<file path="src/hdl/fog_noise_texel_rgb_macros.svh">
// assertion macros for the fog noise texel block
// used by the top level, expects clk and rst in scope
`ifndef FOG_NOISE_TEXEL_RGB_MACROS_SVH
`define FOG_NOISE_TEXEL_RGB_MACROS_SVH

// same-cycle implication
`define FNT_ASSERT_NOW(label, ante, cons) \
  label: assert property (@(posedge clk) disable iff (rst) (ante) |-> (cons)) \
    else $error("fog noise texel: same-cycle check failed");

// next-cycle implication
`define FNT_ASSERT_NEXT(label, ante, cons) \
  label: assert property (@(posedge clk) disable iff (rst) (ante) |=> (cons)) \
    else $error("fog noise texel: next-cycle check failed");

`endif

</file>
<file path="src/hdl/fnt_pkg.sv">
// shared constants, types and helper functions for the fog noise texel block
// no dependencies
package fnt_pkg;

  localparam int COORD_BITS = 12;
  localparam int OCTAVES    = 4;
  localparam int FRAC_BITS  = 16;

  localparam int DIM_BITS     = 13;
  localparam int DATA_BITS    = 32;
  localparam int CFG_IDX_BITS = 2;
  localparam int COLOR_BITS   = 8;
  localparam int NOISE_BITS   = 24;
  localparam int S_BITS       = 17;
  localparam int QW           = COORD_BITS + FRAC_BITS;
  localparam int CW           = FRAC_BITS + 32;
  localparam int TP_BITS      = DATA_BITS + 16;
  localparam int TS_SHIFT     = 32 - FRAC_BITS;

  localparam int DIV_STEPS  = 4;
  localparam int DIV_STAGES = (QW + DIV_STEPS - 1) / DIV_STEPS;
  localparam int NV_LAT     = 6;
  localparam int MIX_LAT    = 3;
  localparam int PIPE_LAT   = DIV_STAGES + 1 + NV_LAT + MIX_LAT;
  localparam int LANES      = OCTAVES + 2;
  localparam int ACC_W      = 42;

  typedef enum logic [CFG_IDX_BITS-1:0] {
    REG_WIDTH  = 2'd0,
    REG_HEIGHT = 2'd1,
    REG_SEED   = 2'd2,
    REG_TIME   = 2'd3
  } cfg_reg_t;

  localparam logic [DIM_BITS-1:0]  RESET_DIM = 13'd256;
  localparam logic [31:0] HASH_X = 32'd374761393;
  localparam logic [31:0] HASH_Y = 32'd668265263;
  localparam logic [31:0] HASH_S = 32'd362437;
  localparam logic [31:0] MIX_C1 = 32'h7feb352d;
  localparam logic [31:0] MIX_C2 = 32'h846ca68b;

  localparam logic [31:0] SEED_STEP   = 32'd67;
  localparam logic [31:0] SEED_GRAIN  = 32'd1009;
  localparam logic [31:0] SEED_STRIPE = 32'd2203;

  localparam logic [15:0] K_DRIFT_X = 16'd3277;
  localparam logic [15:0] K_DRIFT_Y = 16'd1966;
  localparam logic [15:0] K_STRIPE  = 16'd6554;
  localparam logic [15:0] K_DIAG    = 16'd5243;

  localparam logic [NOISE_BITS-1:0] GLITCH_LEVEL = 24'd12415139;
  localparam logic [15:0] DIAG_LO = 16'd22937;
  localparam logic [15:0] DIAG_HI = 16'd39322;

  localparam logic [15:0] CH_BASE   [3] = '{16'd3277, 16'd14418, 16'd18350};
  localparam logic [15:0] CH_FOG    [3] = '{16'd6554, 16'd29491, 16'd34079};
  localparam logic [15:0] CH_GRAIN  [3] = '{16'd3277, 16'd5243, 16'd5243};
  localparam logic [15:0] CH_GLITCH [3] = '{16'd19661, 16'd1311, 16'd14418};

  typedef struct packed {
    logic [DIM_BITS-1:0]           width;
    logic [DIM_BITS-1:0]           height;
    logic [CW-1:0]                 ts_x;
    logic [CW-1:0]                 ts_y;
    logic [CW-1:0]                 ts_stripe;
    logic [CW-1:0]                 ts_diag;
    logic [CW-1:0]                 dx5;
    logic [CW-1:0]                 dy4;
    logic [OCTAVES-1:0][31:0]      sdp_fog;
    logic [31:0]                   sdp_grain;
    logic [31:0]                   sdp_stripe;
  } cfg_t;

  // fraction to q0.16, truncating or widening
  function automatic logic [15:0] to_q16(input logic [FRAC_BITS-1:0] f);
    logic [FRAC_BITS+15:0] w;
    w = {f, 16'b0};
    return w[FRAC_BITS+15 -: 16];
  endfunction

  function automatic logic [NOISE_BITS-1:0] blend(input logic [NOISE_BITS-1:0] a,
                                                  input logic [NOISE_BITS-1:0] b,
                                                  input logic [S_BITS-1:0] s);
    logic [NOISE_BITS+S_BITS-1:0] acc;
    logic [S_BITS-1:0] sn;
    sn  = S_BITS'(17'h10000) - s;
    acc = (NOISE_BITS+S_BITS)'(a) * (NOISE_BITS+S_BITS)'(sn)
        + (NOISE_BITS+S_BITS)'(b) * (NOISE_BITS+S_BITS)'(s);
    return acc[NOISE_BITS+15:16];
  endfunction

endpackage

</file>
<file path="src/hdl/fnt_divider.sv">
// pipelined restoring divider, four (DIV_STEPS) quotient bits per stage
// depends on fnt_pkg
module fnt_divider (
  input  logic                            clk,
  input  logic                            en,
  input  logic [fnt_pkg::QW-1:0]          dividend,
  input  logic [fnt_pkg::DIM_BITS-1:0]    divisor,
  output logic [fnt_pkg::QW-1:0]          quotient
);
  import fnt_pkg::*;

  logic [DIM_BITS-1:0] rem_r [DIV_STAGES];
  logic [QW-1:0]       qn_r  [DIV_STAGES];
  logic [DIM_BITS-1:0] rem_in [DIV_STAGES];
  logic [QW-1:0]       qn_in  [DIV_STAGES];
  logic [DIM_BITS-1:0] rem_next [DIV_STAGES];
  logic [QW-1:0]       qn_next  [DIV_STAGES];

  always_comb begin
    logic [DIM_BITS:0]   trial;
    logic [DIM_BITS-1:0] r;
    logic [QW-1:0]       q;
    rem_in[0] = '0;
    qn_in[0]  = dividend;
    for (int s = 1; s < DIV_STAGES; s++) begin
      rem_in[s] = rem_r[s-1];
      qn_in[s]  = qn_r[s-1];
    end
    for (int s = 0; s < DIV_STAGES; s++) begin
      r = rem_in[s];
      q = qn_in[s];
      for (int k = 0; k < DIV_STEPS; k++) begin
        if (s * DIV_STEPS + k < QW) begin
          trial = {r, q[QW-1]};
          q     = {q[QW-2:0], 1'b0};
          if (trial >= {1'b0, divisor}) begin
            r    = DIM_BITS'(trial - {1'b0, divisor});
            q[0] = 1'b1;
          end else begin
            r = trial[DIM_BITS-1:0];
          end
        end
      end
      rem_next[s] = r;
      qn_next[s]  = q;
    end
  end

  always_ff @(posedge clk) begin
    if (en) begin
      for (int s = 0; s < DIV_STAGES; s++) begin
        rem_r[s] <= rem_next[s];
        qn_r[s]  <= qn_next[s];
      end
    end
  end

  assign quotient = qn_r[DIV_STAGES-1];

endmodule

</file>
<file path="config.mk">
export PLATFORM = sky130hd
export DESIGN_NAME = fnt_divider
export DESIGN_NICKNAME = d
export VERILOG_FILES = /design/src/hdl/fog_noise_texel_rgb_macros.svh /design/src/hdl/fnt_pkg.sv /design/src/hdl/fnt_divider.sv
export SDC_FILE = /design/constraint.sdc
export NUM_CORES = 1
export LEC_CHECK = 0
export ABC_CLOCK_PERIOD_IN_PS = 15400
export BUFFER_PORTS_ARGS = -buffer_cell sky130_fd_sc_hd__buf_2
export CAP_MARGIN = 20
export CORE_MARGIN = 3
export CORE_UTILIZATION = 50
export CTS_CLUSTER_DIAMETER = 40
export CTS_CLUSTER_SIZE = 16
export DETAILED_ROUTE_END_ITERATION = 7
export GPL_TIMING_DRIVEN = 0
export HOLD_SLACK_MARGIN = 0.08
export PLACE_DENSITY_LB_ADDON = 0.2
export SLEW_MARGIN = 20
export SYNTH_ARGS = -nofsm -noshare
export SYNTH_HDL_FRONTEND = slang
export SYNTH_SLANG_ARGS = --single-unit
</file>
<file path="constraint.sdc">
create_clock -name clk -period 15.4 [get_ports clk]
set_input_delay 3.08 -clock clk [delete_from_list [all_inputs] [get_ports clk]]
set_output_delay 3.08 -clock clk [all_outputs]
set_load 0.02 [all_outputs]
</file>
# Word-level counts from Yosys, hierarchy flattened
# Memories as Yosys holds them, arrays and structs flattened.
# Cells that the tools add are included.
# totals
ram_bits,287
memories,2
elab_cells,116
out_inout_bits,28
inputBits,43
ff_bits,0
# memory_table
memory,words,width,rd,rd_ports_with_merged_regs,write_ports,line_no,source
qn_r,7,28,7,0,7,fnt_divider.sv:13,logic [QW-1:0] qn_r [DIV_STAGES];
rem_r,7,13,6,0,7,fnt_divider.sv:12,logic [DIM_BITS-1:0] rem_r [DIV_STAGES];
# classes
mux,58
addsub,28
magnitude_cmp,28
# ops
cell,n
>= comparator 14 x 13 -> 1 bit,27
2-to-1 mux 13 bit,28
subtractor 13 bit,27
2-to-1 mux 1 bit,30
>= comparator 1 x 13 -> 1 bit,1
subtractor 1 x 13 -> 13 bit,1

# Logic depth before layout (Yosys ltp)
# Gate-level depths: netlist of run 1.
# An unclocked memory read counts as a cell.
# depth
depth_word,9
mapped_depth,50
depth_no_buf,44

# Least setup slack after synthesis of run 1
# No wires, ideal clock.
# synth_path
path_kind,input port to flip-flop
from,input divisor[1] (netlist name)
to,"memory rem_r[4][10], data pin"
t_arrival_ps,12885
setup_slack_ps,2254
setup_time_ps,261
path_stages,45
cell_sequence,inv_1 > fa_1 > a211oi_1 > o21ai_0 > a21oi_2 > o31a_1 > o21ai_2 > clkbuf_1 > mux2i_1 > inv_1 > ha_1 > nor2b_1 > o21ai_0 > a211oi_1 > o221ai_1 > a21oi_1 > o22a_1 > nor2_2 > [9 not listed] > nand2b_1 > o31a_1 > inv_1 > and3_1 > buf_2 > clkinv_1 > mux2_2 > ha_1 > a21o_1 > a21o_1 > a221oi_1 > o21ai_1 > a31o_1 > a211o_1 > a31oi_1 > nor2b_1 > buf_2 > a221o_1
# synth_lines
element,line_no,source
"start, declared",fnt_divider.sv:7,"input logic [fnt_pkg::DIM_BITS-1:0] divisor,"
"end, declared",fnt_divider.sv:12,

==> results of run 1 <==
==> flip-flops by register name, summed over array words and instances (netlist names) <==
register,count
rem_r,78
qn_r,196
==> stage by stage <==
step           hold WS [ps]  worst slack [ps]  instance area (sq um)  setup TNS (ps)  util, %
2_1_floorplan         400.3              2254                  27450               0        -
3_3_place_gp          400.2             -2004                  28680          -78450    53.08
3_5_place_dp          404.5            -771.4                  29010          -10690    53.70
4_1_cts               409.7             145.3                  30640               0    56.70
5_1_grt               416.4            -7.578                  30660          -8.153    56.74
6_report              411.0             769.9                  30660               0    56.74
==> cells by family (layout without fill, tap and decap cells) <==
kind of cell    count (synthesis)  after routing  share of synthesized area (%)
simple gates                  744            744                          13.59
xor+xnor                      243            243                          7.752
mux                           175            175                          6.996
flops                         274            274                          29.97
fa+ha+maj                     379            379                          17.98
compound gates                832            832                          19.92
buf+inv                       241            410                          3.783
==> final cells by class <==
| cell class | instances | area share, % |
|---|---|---|
| clock inverter | 36 | 1.424 |
| buffer | 50 | 1.053 |
| inverter | 191 | 2.347 |
| clock buffer | 49 | 3.861 |
| timing repair buffer | 84 | 2.265 |
| tap | 696 | 2.841 |
| multi-input combinational | 2373 | 59.37 |
| sequential | 274 | 26.84 |
==> worst paths after layout <==
path	start	endpoint	slack, ps	depth (start not counted)
setup reg to reg	qn_r[3][27]	rem_r[4][10]	3470	47
hold / removal	qn_r[4][20]	qn_r[5][24]	410	0
hold reg to reg	qn_r[4][20]	qn_r[5][24]	410	0
setup / recovery	divisor[1]	rem_r[4][10]	770	47
==> cells in the final DEF (no fill, tap or decap), drive strengths merged, types with 17 or more instances in the layout <==
cell      n
buf     114
clkbuf   69
o31ai    18
nand3    56
mux2    120
o21ai   184
nand2b   45
or3      17
xor2    103
o21a     31
edfxtp  274
a21o     91
a21oi   269
inv     207
mux2i    55
a211oi   26
xnor2   140
and3     33
nand2   165
a221o    24
nand4    56
nor2    181
and2     17
ha      353
or2      22
a21boi   21
fa       26
nor2b    62
nor3     60
==> what timing repair did <==
| item | CTS | global route |
|---|---|---|
| hold buffers | 0 | 0 |
| resized for setup | 1 | 6 |
| endpoints found under the setup margin | 8 | 29 |
==> critical path: cells and delay by family <==
family	cells	cell delay (ps)
AOI/OAI and AO/OA	23	5990
buffers and inverters	11	2530
adders and majority gates	4	1590
and+or+nand+nor	7	940
muxes	2	750
==> per-layer routing <==
metal,vias up,GRT usage (%),part of all wire [%]
met1,10820,31.83,45
met2,630,40.86,47
li1,11170,-,-
met3,151,2.776,5.1
met4,0,8.087,2.9
met5,-,0,0
==> results list, run 1 <==
- DRT Pass-1 Iters: 5
- Total number of placement rows: between 80 and 90
* Number of sinks on the clock net: 274
- Wires add up to 70.00 mm.
- The floorplan step set the die height to approximately 240 um.
- Endpoint kind of the worst setup timing path: flop
- Min-Delay Path Class: reg -> reg
- After synthesis the cells add up to between 0.02 and 0.03 sq mm.
- After synthesis the netlist holds a flip-flop and latch count of between 200 and 300.
- The final max-slew violation count came to 0.
- Final antenna-violating net count: 0
* Core region area: 0.05403 sq mm
- All-layer global routing usage: 24.01%
* Total area of multi-input combinational cells: 0.01820 sq mm
- Global-route congestion overflow total: 0
* Largest stage delay on the critical path: 520 ps
- Latest clock arrival within the worst-skew pair: 590 ps
- Synthesis handed over a netlist of 2888 instances.
- Initial detailed-routing violation count: 1454
* Library cell occupying the most area in the post-synthesis netlist: sky130_fd_sc_hd__edfxtp_1
- The flow ran to the end, and the final reports show no timing, DRC or antenna violations.
- The clock arrives with 13.73 ps of skew.
- Data on the critical path is required at its endpoint by between 15000 and 20000 ps.
* Number of antenna violations at the first check in global routing: 0
* Actual slew at the worst max-slew pin: 983.6 ps
- For this run, the number of standard cells in the final layout without fillers is 3753.
- Vias in the first global route: 22080
- The critical path is of the in -> reg type.
* Number of levels in the clock H-tree: 2
- Setup violations remaining at the end of the flow were counted as 0.
- Max cap viols: 0
- Most common flop cell mapped by yosys: sky130_fd_sc_hd__edfxtp_1
- In this run the count of I/O pins placed on the die edge is 71.
- Fill cells in the final layout number 4746.
- Diode insertion count for antenna repair: 0
* Buffer count from post-CTS setup fixing: 0
* Number of synthesis warnings: 0
* Post-DR vias/cell: 6.066
- Average wire length per cell after detail routing: 18.65 um
- After clock tree synthesis, the clock-pin slew on the worst setup and hold paths is about 60 ps.
- Based on the critical path, the design can be clocked at up to 68.35 MHz.
* Proportion of synthesized flip-flops having asynchronous set or reset: 0%
- After synthesis, the cell types taking the most area are sky130_fd_sc_hd__edfxtp_1 (30%), sky130_fd_sc_hd__ha_1 (16%), sky130_fd_sc_hd__a21oi_1 (4.8%), sky130_fd_sc_hd__mux2_2 (4.7%), sky130_fd_sc_hd__xnor2_1 (4.5%).
- The worst pin sits at a relative slew slack of 33.73%.
- Via count: ~23000
- The root buffer cell chosen for the clock tree is sky130_fd_sc_hd__clkbuf_16.
- In this run the deepest clock path goes through 3 buffers.
* Sort of element at the start of the critical path: input pin
- Highest-delay cell along the critical path: sky130_fd_sc_hd__fa_1
- Count of nets after finishing: roughly 3400
- Compared with the post-synthesis result, the final layout area differs by 11.66%.
- The floorplan step set the die width to 240.3 um.
- Drt drc: 0
- Global-route wire length before repair: between 100 and 150 mm
- The initial utilization of the core area, before any placement, comes to 50.82%.
- Detailed placement ended at an HPWL of 52.76 mm.
- Period Utilization, post-route: 95.00%
- By count the netlist is led by sky130_fd_sc_hd__ha_1 (353), sky130_fd_sc_hd__edfxtp_1 (274), sky130_fd_sc_hd__a21oi_1 (266), sky130_fd_sc_hd__inv_1 (185), sky130_fd_sc_hd__nor2_1 (179).
* Placer Congestion: 0.9331
- The number of hold-slack violations in the final timing report came to 0.
- TritonCTS created 46 clock buffers.
* Mean post-synth cell area: 9.506 sq um
* Die Area: 0.05776 sq mm
* Number of input and output port buffers inserted: 70
- Of all nets on the critical path, the largest fanout is 33.
* Maximum number of pins on one net before global-route repair: between 100 and 150
* Fraction of layout instances using a drive strength above 1: 13.48%
- Sequential cell area: between 0.008 and 0.009 sq mm
* Synth unique cells: 103
- In this run the biggest area consumer among cell types represents 29.97% of the synthesized area.
* Dominant cell by count in the synthesized netlist: sky130_fd_sc_hd__ha_1
- After synthesis, flip-flops and latches occupy 29.97% of the total area.
- The worst path in the final design needs a cycle of 14630 ps, including I/O delays and setup.
* Total placed cells including tap cells: 3668
* Total nets after synthesis: approximately 3300
- EDFF count, synth: between 200 and 300
* WP data arrival: 14950 ps
- CTS tree: yes
Power of run 1 is left out: the tool's default activity adds up to more than one toggle a clock period on the data nets, which glitch-free logic cannot reach.
==> run 2, diff against run 1 <==
--- a/config.mk
+++ b/config.mk
@@ -6,7 +6,7 @@
 export NUM_CORES = 1
 export LEC_CHECK = 0
 export ABC_CLOCK_PERIOD_IN_PS = 15400
-export BUFFER_PORTS_ARGS = -buffer_cell sky130_fd_sc_hd__buf_2
+export BUFFER_PORTS_ARGS = -buffer_cell sky130_fd_sc_hd__clkbuf_2
 export CAP_MARGIN = 20
 export CORE_MARGIN = 3
 export CORE_UTILIZATION = 50
==> results list, run 2 (same netlist as run 1, synthesis figures left out) <==
- The flow ran to the end, and the final reports show no timing, DRC or antenna violations.
- Total number of placement rows: 85 (unchanged)
- Flop2flop setup slack: 3330 ps (-140 ps)
* Number of placed I/O pins: 71 (unchanged)
- The library cell used most frequently in the layout, excluding fill and tap cells, is sky130_fd_sc_hd__ha_1.
- STA classifies the critical path endpoint as a flop.
* Buffer cell driving the clock tree root: sky130_fd_sc_hd__clkbuf_16
- The insertion delay of the later-clocked pin in the worst-skew pair came to 600 ps (about the same).
* Busiest layer in global routing: met2
* Required time of the critical path: 15710 ps (about the same)
- Fmax achieved: 68.21 MHz (-0.20%)
* Die X: 240.3 um (unchanged)
- Core region area: 0.05403 sq mm (unchanged)
- In this run the critical register-to-register path is captured at rem_r[4][11].
- DP Area: 0.02897 sq mm (-0.14%)
- The met3 layer usage reported by global route is 3.154% (+0.38 points).
* Worst-case reg-to-reg path depth: 45 (-4.3%)
- Highest-delay cell along the critical path: sky130_fd_sc_hd__o21ai_0
* DRT Pass-1 Iters: 5 (unchanged)
- The startpoint identified for the worst register-to-register timing path is qn_r[3][27].
- In the layout the commonest cells are sky130_fd_sc_hd__ha_1 (353), sky130_fd_sc_hd__edfxtp_1 (274), sky130_fd_sc_hd__a21oi_1 (266), sky130_fd_sc_hd__nor2_1 (179), sky130_fd_sc_hd__inv_1 (173).
* Largest stage delay on the critical path: 660 ps (+140 ps)
- Setup repair after global routing left no endpoint under its margin.
- The total of buffers placed on input and output ports is 70 (unchanged).
- The maximum level of the CTS H-tree came to 2 (unchanged).
* Min setup slack post-route: 739.9 ps (-30.02 ps)
- Counting flops per register, the top entry is qn_r.
- Starting Density: 50.82% (unchanged)
- All-layer global routing usage: 24.27% (+0.26 points)
- The final core utilization is 56.85% (+0.11 points).
* Routing usage on met2: 41.45% (+0.59 points)
- The number of hold-slack violations in the final timing report was 0 (unchanged).
* Minimum setup slack after placement: -662.8 ps (+108.6 ps)
- Number of antenna violations at the first check in global routing: 0 (unchanged)
- Buffer count from post-CTS setup fixing: 0 (unchanged)
- Fraction of layout instances using a drive strength above 1: 13.55% (+0.076 points)
* Half-perimeter wire length after placement: 52.68 mm (-0.16%)
- Cell seen most often among critical-path stages: sky130_fd_sc_hd__o21ai_0
- For hold timing, the worst endpoint is qn_r[4][9].
- Hold Path Origin: qn_r[3][5]
- The post-route minimum period was 14660 ps (+30.02 ps).
* Final instance area: 0.03071 sq mm (+0.19%)
- Via count: 22840 (+0.33%)
* Finish-stage setup viols: 0 (unchanged)
- Number of buffer and inverter instances along the worst setup path: 9 (-2)
- The register clock-pin slew on the reported worst setup and hold paths is 50 ps (about the same).
* CTS tree: yes
* Worst Clk Skew: 28.80 ps (+15.08 ps)
- The pin count of the biggest net entering global routing is 97 (-7.6%).
- The worst-margin pin slew came to 907.6 ps (-75.98 ps).
* Met1 Track Usage GR: 32.00% (+0.18 points)
- The worst slew slack as a fraction of its limit was 37.93% (+4.2 points).
* Drt drc: 0 (unchanged)
* Die Span Y: 240.3 um (unchanged)
- The post-route non-filler standard cell count is 3758 (+0.13%).
- Period Utilization, post-route: 95.20% (+0.19 points)
- Max cap viols: 0 (unchanged)
- WP data arrival: 14970 ps (+20 ps)
- Deepest clock path buffer count: 3 (unchanged)
- The remaining antenna violation count was 0 (unchanged).
- Cell depth of the worst hold path: 0 (unchanged)
- The CTS buffer count came to 49 (+6.5%).
- Final Slew Violations: 0 (unchanged)
- The vias per cell is 6.077 (+0.20%).
* Crit Path Class: in -> reg
- The kind of cell with the highest combined delay along the critical path is compound AO/OA/AOI/OAI gates.
- The number of nets in the layout is 3444 (+0.058%).
- Min-Delay Path Class: reg -> reg
- Total of hold buffers inserted after clock tree synthesis: 0 (unchanged)
- Placer Congestion: 0.8997 (-3.6%)
* Diode insertion count for antenna repair: 0 (unchanged)
* Max reg flops: 196 (unchanged)
- Total placed cells including tap cells: 3667 (-0.027%)
* Global-route congestion overflow total: 0 (unchanged)
* Filler Cell Count: 4715 (-0.65%)
* Average wire length per cell after detail routing: 18.83 um (+0.93%)
* Initial detailed-routing violation count: 1633 (+12%)
- Vias in the first global route: 22330 (+1.1%)
* Number of sinks on the clock net: 274 (unchanged)
* Sort of element at the start of the critical path: input pin
* Die Area: 0.05776 sq mm (unchanged)
- Wire length after detailed routing: 70.75 mm (+1.1%)
* Biggest registers after layout: qn_r x196, rem_r x78
* Global-route wire length before repair: 113.6 mm (+1.1%)
- Crit-path max FO: 36 (+9.1%)
* Synth-to-Final Area Change: 11.88%
[run 2: cell count changes in the layout (fill, tap and decap cells not counted), sizes merged]
| cell | previous run | this run |
|---|---|---|
| buf | 114 | 45 |
| bufinv | 3 | 5 |
| clkbuf | 69 | 138 |
| inv | 207 | 210 |
[run 2: metrics by stage]
stage,setup TNS (ps),hold WS [ps]
CTS,0,411.1
detailed placement,-7669,404.5
global route,0,411.1
global placement,-83190,400.4
floorplan,0,400.3
finish,0,410.3
[run 2: routing by layer]
metal / share of wire (%) / vias up
li1: - / 11180
met1: 45 / 10920
met2: 47 / 603
met3: 4.9 / 140
met4: 2.7 / 0
met5: 0 / -
[run 2: layout make-up]
class / instances / area, sq um / area share [%]
clock inverters: 41 / 481.7 / 1.568
inverters: 191 / 724.4 / 2.359
multi-input cells: 2373 / 18200 / 59.26
plain buffers: 50 / 322.8 / 1.051
flip-flops and latches: 274 / 8228 / 26.79
well taps: 696 / 870.8 / 2.835
clock buffers: 50 / 1230 / 4.004
repair buffers: 83 / 656.9 / 2.139
[run 2: worst max path at each step]
| stage | startpoint | to | slack (ps) | cells after the start |
|---|---|---|---|---|
| floorplan | divisor[1] | rem_r[4][10] | 2250 | 45 |
| global route | divisor[1] | rem_r[4][11] | 20 | 46 |
| global placement | divisor[1] | rem_r[4][11] | -2060 | 46 |
| detailed placement | divisor[1] | rem_r[4][11] | -660 | 46 |
| CTS | divisor[1] | rem_r[4][11] | 30 | 46 |
| finish | divisor[1] | rem_r[4][11] | 740 | 44 |
[run 2: timing repair]
| action | in CTS | in global routing |
|---|---|---|
| endpoints found under the setup margin | 8 | 22 |
| endpoints found under the hold margin | 0 | 0 |
| gates resized for setup | 2 | 9 |
Power of run 2 is left out for the same reason.
==> run 3, diff against run 2 <==
--- a/config.mk
+++ b/config.mk
@@ -13,7 +13,7 @@
 export CTS_CLUSTER_DIAMETER = 40
 export CTS_CLUSTER_SIZE = 16
 export DETAILED_ROUTE_END_ITERATION = 7
-export GPL_TIMING_DRIVEN = 0
+export GPL_TIMING_DRIVEN = 1
 export HOLD_SLACK_MARGIN = 0.08
 export PLACE_DENSITY_LB_ADDON = 0.2
 export SLEW_MARGIN = 20
==> results list, run 3 (same netlist as run 1, synthesis figures left out) <==
* Max cap viols: 0 (unchanged)
* Maximum number of pins on one net before global-route repair: 80 (-18%)
- Diode insertion count for antenna repair: 0 (unchanged)
- The library cells used most frequently in the layout, excluding fill and tap cells, are sky130_fd_sc_hd__ha_1 (353), sky130_fd_sc_hd__edfxtp_1 (274), sky130_fd_sc_hd__a21oi_1 (266), sky130_fd_sc_hd__inv_1 (184), sky130_fd_sc_hd__nor2_1 (179).
* Max reg flops: 196 (unchanged)
- The die boundary height is 240.3 um (unchanged).
* Number of endpoints with negative hold slack in the final report: 0 (unchanged)
* Global-route congestion overflow total: 0 (unchanged)
- Drt drc: 0 (unchanged)
* WP data arrival: 14520 ps (-450 ps)
* Most common cell after layout, fill and taps aside: sky130_fd_sc_hd__ha_1
- The worst-margin pin slew is 1100 ps (+191.9 ps).
- The final total negative setup slack was 0 ps (unchanged).
- Highest-delay cell along the critical path: sky130_fd_sc_hd__and2_1
- The remaining antenna violation count came to 0 (unchanged).
* Buffer cell driving the clock tree root: sky130_fd_sc_hd__clkbuf_16
- Required time of the critical path: 15730 ps (+20 ps)
- The final max-slew violation count came to 0 (unchanged).
* Half-perimeter wire length after placement: 57.32 mm (+8.8%)
- Placer Congestion: 0.9445 (+5.0%)
- The post-layout worst setup margin came to 1218 ps (+478.4 ps).
* Vias in the first global route: 22530 (+0.91%)
- CTS-repair resized insts: 0 (-2)
- Crit-path max FO: 21 (-42%)
* Endpoint kind of the worst setup timing path: flop
- The initial antenna violation count is 0 (unchanged).
- Total number of placement rows: 85 (unchanged)
- The worst hold path belongs to the class reg -> reg.
- Biggest registers after layout: qn_r x196, rem_r x78
- The first-pass GRT wire length was 118.8 mm (+4.6%).
* Number of input and output port buffers inserted: 70 (unchanged)
- The setup slack of the most critical reg-to-reg path came to 3720 ps (+390 ps).
* Die X: 240.3 um (unchanged)
- CTS tree: yes
- Register ranked first by flip-flop count: qn_r
- The wire length reported by the detailed router was 75.52 mm (+6.7%).
- The core outline area was 0.05403 sq mm (unchanged).
- Latest clock arrival within the worst-skew pair: 600 ps (about the same)
- Initial detailed-routing violation count: 2178 (+33%)
- Die Area: 0.05776 sq mm (unchanged)
- Finish-stage setup viols: 0 (unchanged)
- The buffer depth of the longest clock path is 3 (unchanged).
* Minimum setup slack after placement: 689.4 ps (+1352 ps)
- The first-pass detailed-route iteration total was 6 (+1).
* Post-DR vias/cell: 6.149 (+1.2%)
* Number of levels in the clock H-tree: 2 (unchanged)
- Number of placed I/O pins: 71 (unchanged)
* Buffer count from post-CTS setup fixing: 0 (unchanged)
- The clock net sink count was 274 (unchanged).
* Synth-to-Final Area Change: 11.23%
- The critical path is of the in -> reg type.
- The largest clock skew in the final design is 31.53 ps (+2.731 ps).
- Worst-case headroom to the max-slew limit: 24.60% (-13 points)
- The number of nets in the layout was 3431 (-0.38%).
- Average wire length per cell after detail routing: 20.15 um (+7.1%)
- Total of hold buffers inserted after clock tree synthesis: 0 (unchanged)
- The fraction of layout cells with a size suffix above 1 is 13.31% (-0.25 points).
* Cell seen most often among critical-path stages: sky130_fd_sc_hd__o21ai_0
* Fmax achieved: 70.51 MHz (+3.4%)
- Via count: 23040 (+0.89%)
- The post-route minimum period came to 14180 ps (-478.4 ps).
- Number of standard cells in the layout, taps in and fillers out: 3747 (-0.29%)
* Starting Density: 50.82% (unchanged)
- The flow ran to the end, and the final reports show no timing, DRC or antenna violations.
- The CTS buffer count was 51 (+4.1%).
* Total placed cells including tap cells: 3651 (-0.44%)
* Reg clk slew, reported paths: 60 ps (about the same)
- Unrepaired setup endpoints after global routing: no
- Largest stage delay on the critical path: 680 ps (+20 ps)
- The aggregate global-route resource usage was 25.81% (+1.5 points).
- The final worst-path cycle share was 92.09% (-3.1 points).
- Sort of element at the start of the critical path: input pin
-- run 3: changes by cell type in the layout (fill, tap and decap cells not counted), sizes merged --
| cell | change |
|---|---|
| buf | +4 |
| bufinv | -1 |
| clkbuf | -14 |
| clkinv | +4 |
| inv | -4 |
-- run 3: metal layers --
metal / GRT usage [%] / share of wire (%)
met3: 3.143 / 5.2
met1: 33.88 / 45
met4: 10.47 / 4.0
met2: 43.36 / 46
met5: 0 / 0
-- run 3: worst max-delay path, delay by kind of cell --
kind,cells,cell delay [ps]
compound gates,22,6270
fa+ha+maj,4,1320
buf+inv,3,630
mux,2,780
simple gates,8,2390
-- run 3: cell type report --
class / instances / area, sq um
fill: 4667 / 23490
multi-input combinational: 2373 / 18200
sequential: 274 / 8228
clock buffer: 55 / 1334
tap: 696 / 870.8
timing repair buffer: 118 / 733.2
inverter: 191 / 716.9
clock inverter: 40 / 459.2
-- run 3: final timing paths --
kind / endpoint / cells past startpoint / startpoint
min reg2reg: qn_r[2][12] / 0 / qn_r[1][8]
max reg2reg: rem_r[1][10] / 39 / qn_r[0][27]
min: qn_r[2][12] / 0 / qn_r[1][8]
max: rem_r[1][10] / 39 / divisor[9]
-- run 3: stage by stage --
step | hold WS, ps | area (sq um) | utilization [%]
3_5_place_dp | 404.5 | 28740 | 53.19
6_report | 399.7 | 30540 | 56.52
5_1_grt | 400.1 | 30540 | 56.52
2_1_floorplan | 400.3 | 27450 | -
3_3_place_gp | 401.0 | 28740 | 53.19
4_1_cts | 399.8 | 30530 | 56.51
Power of run 3 is left out for the same reason.
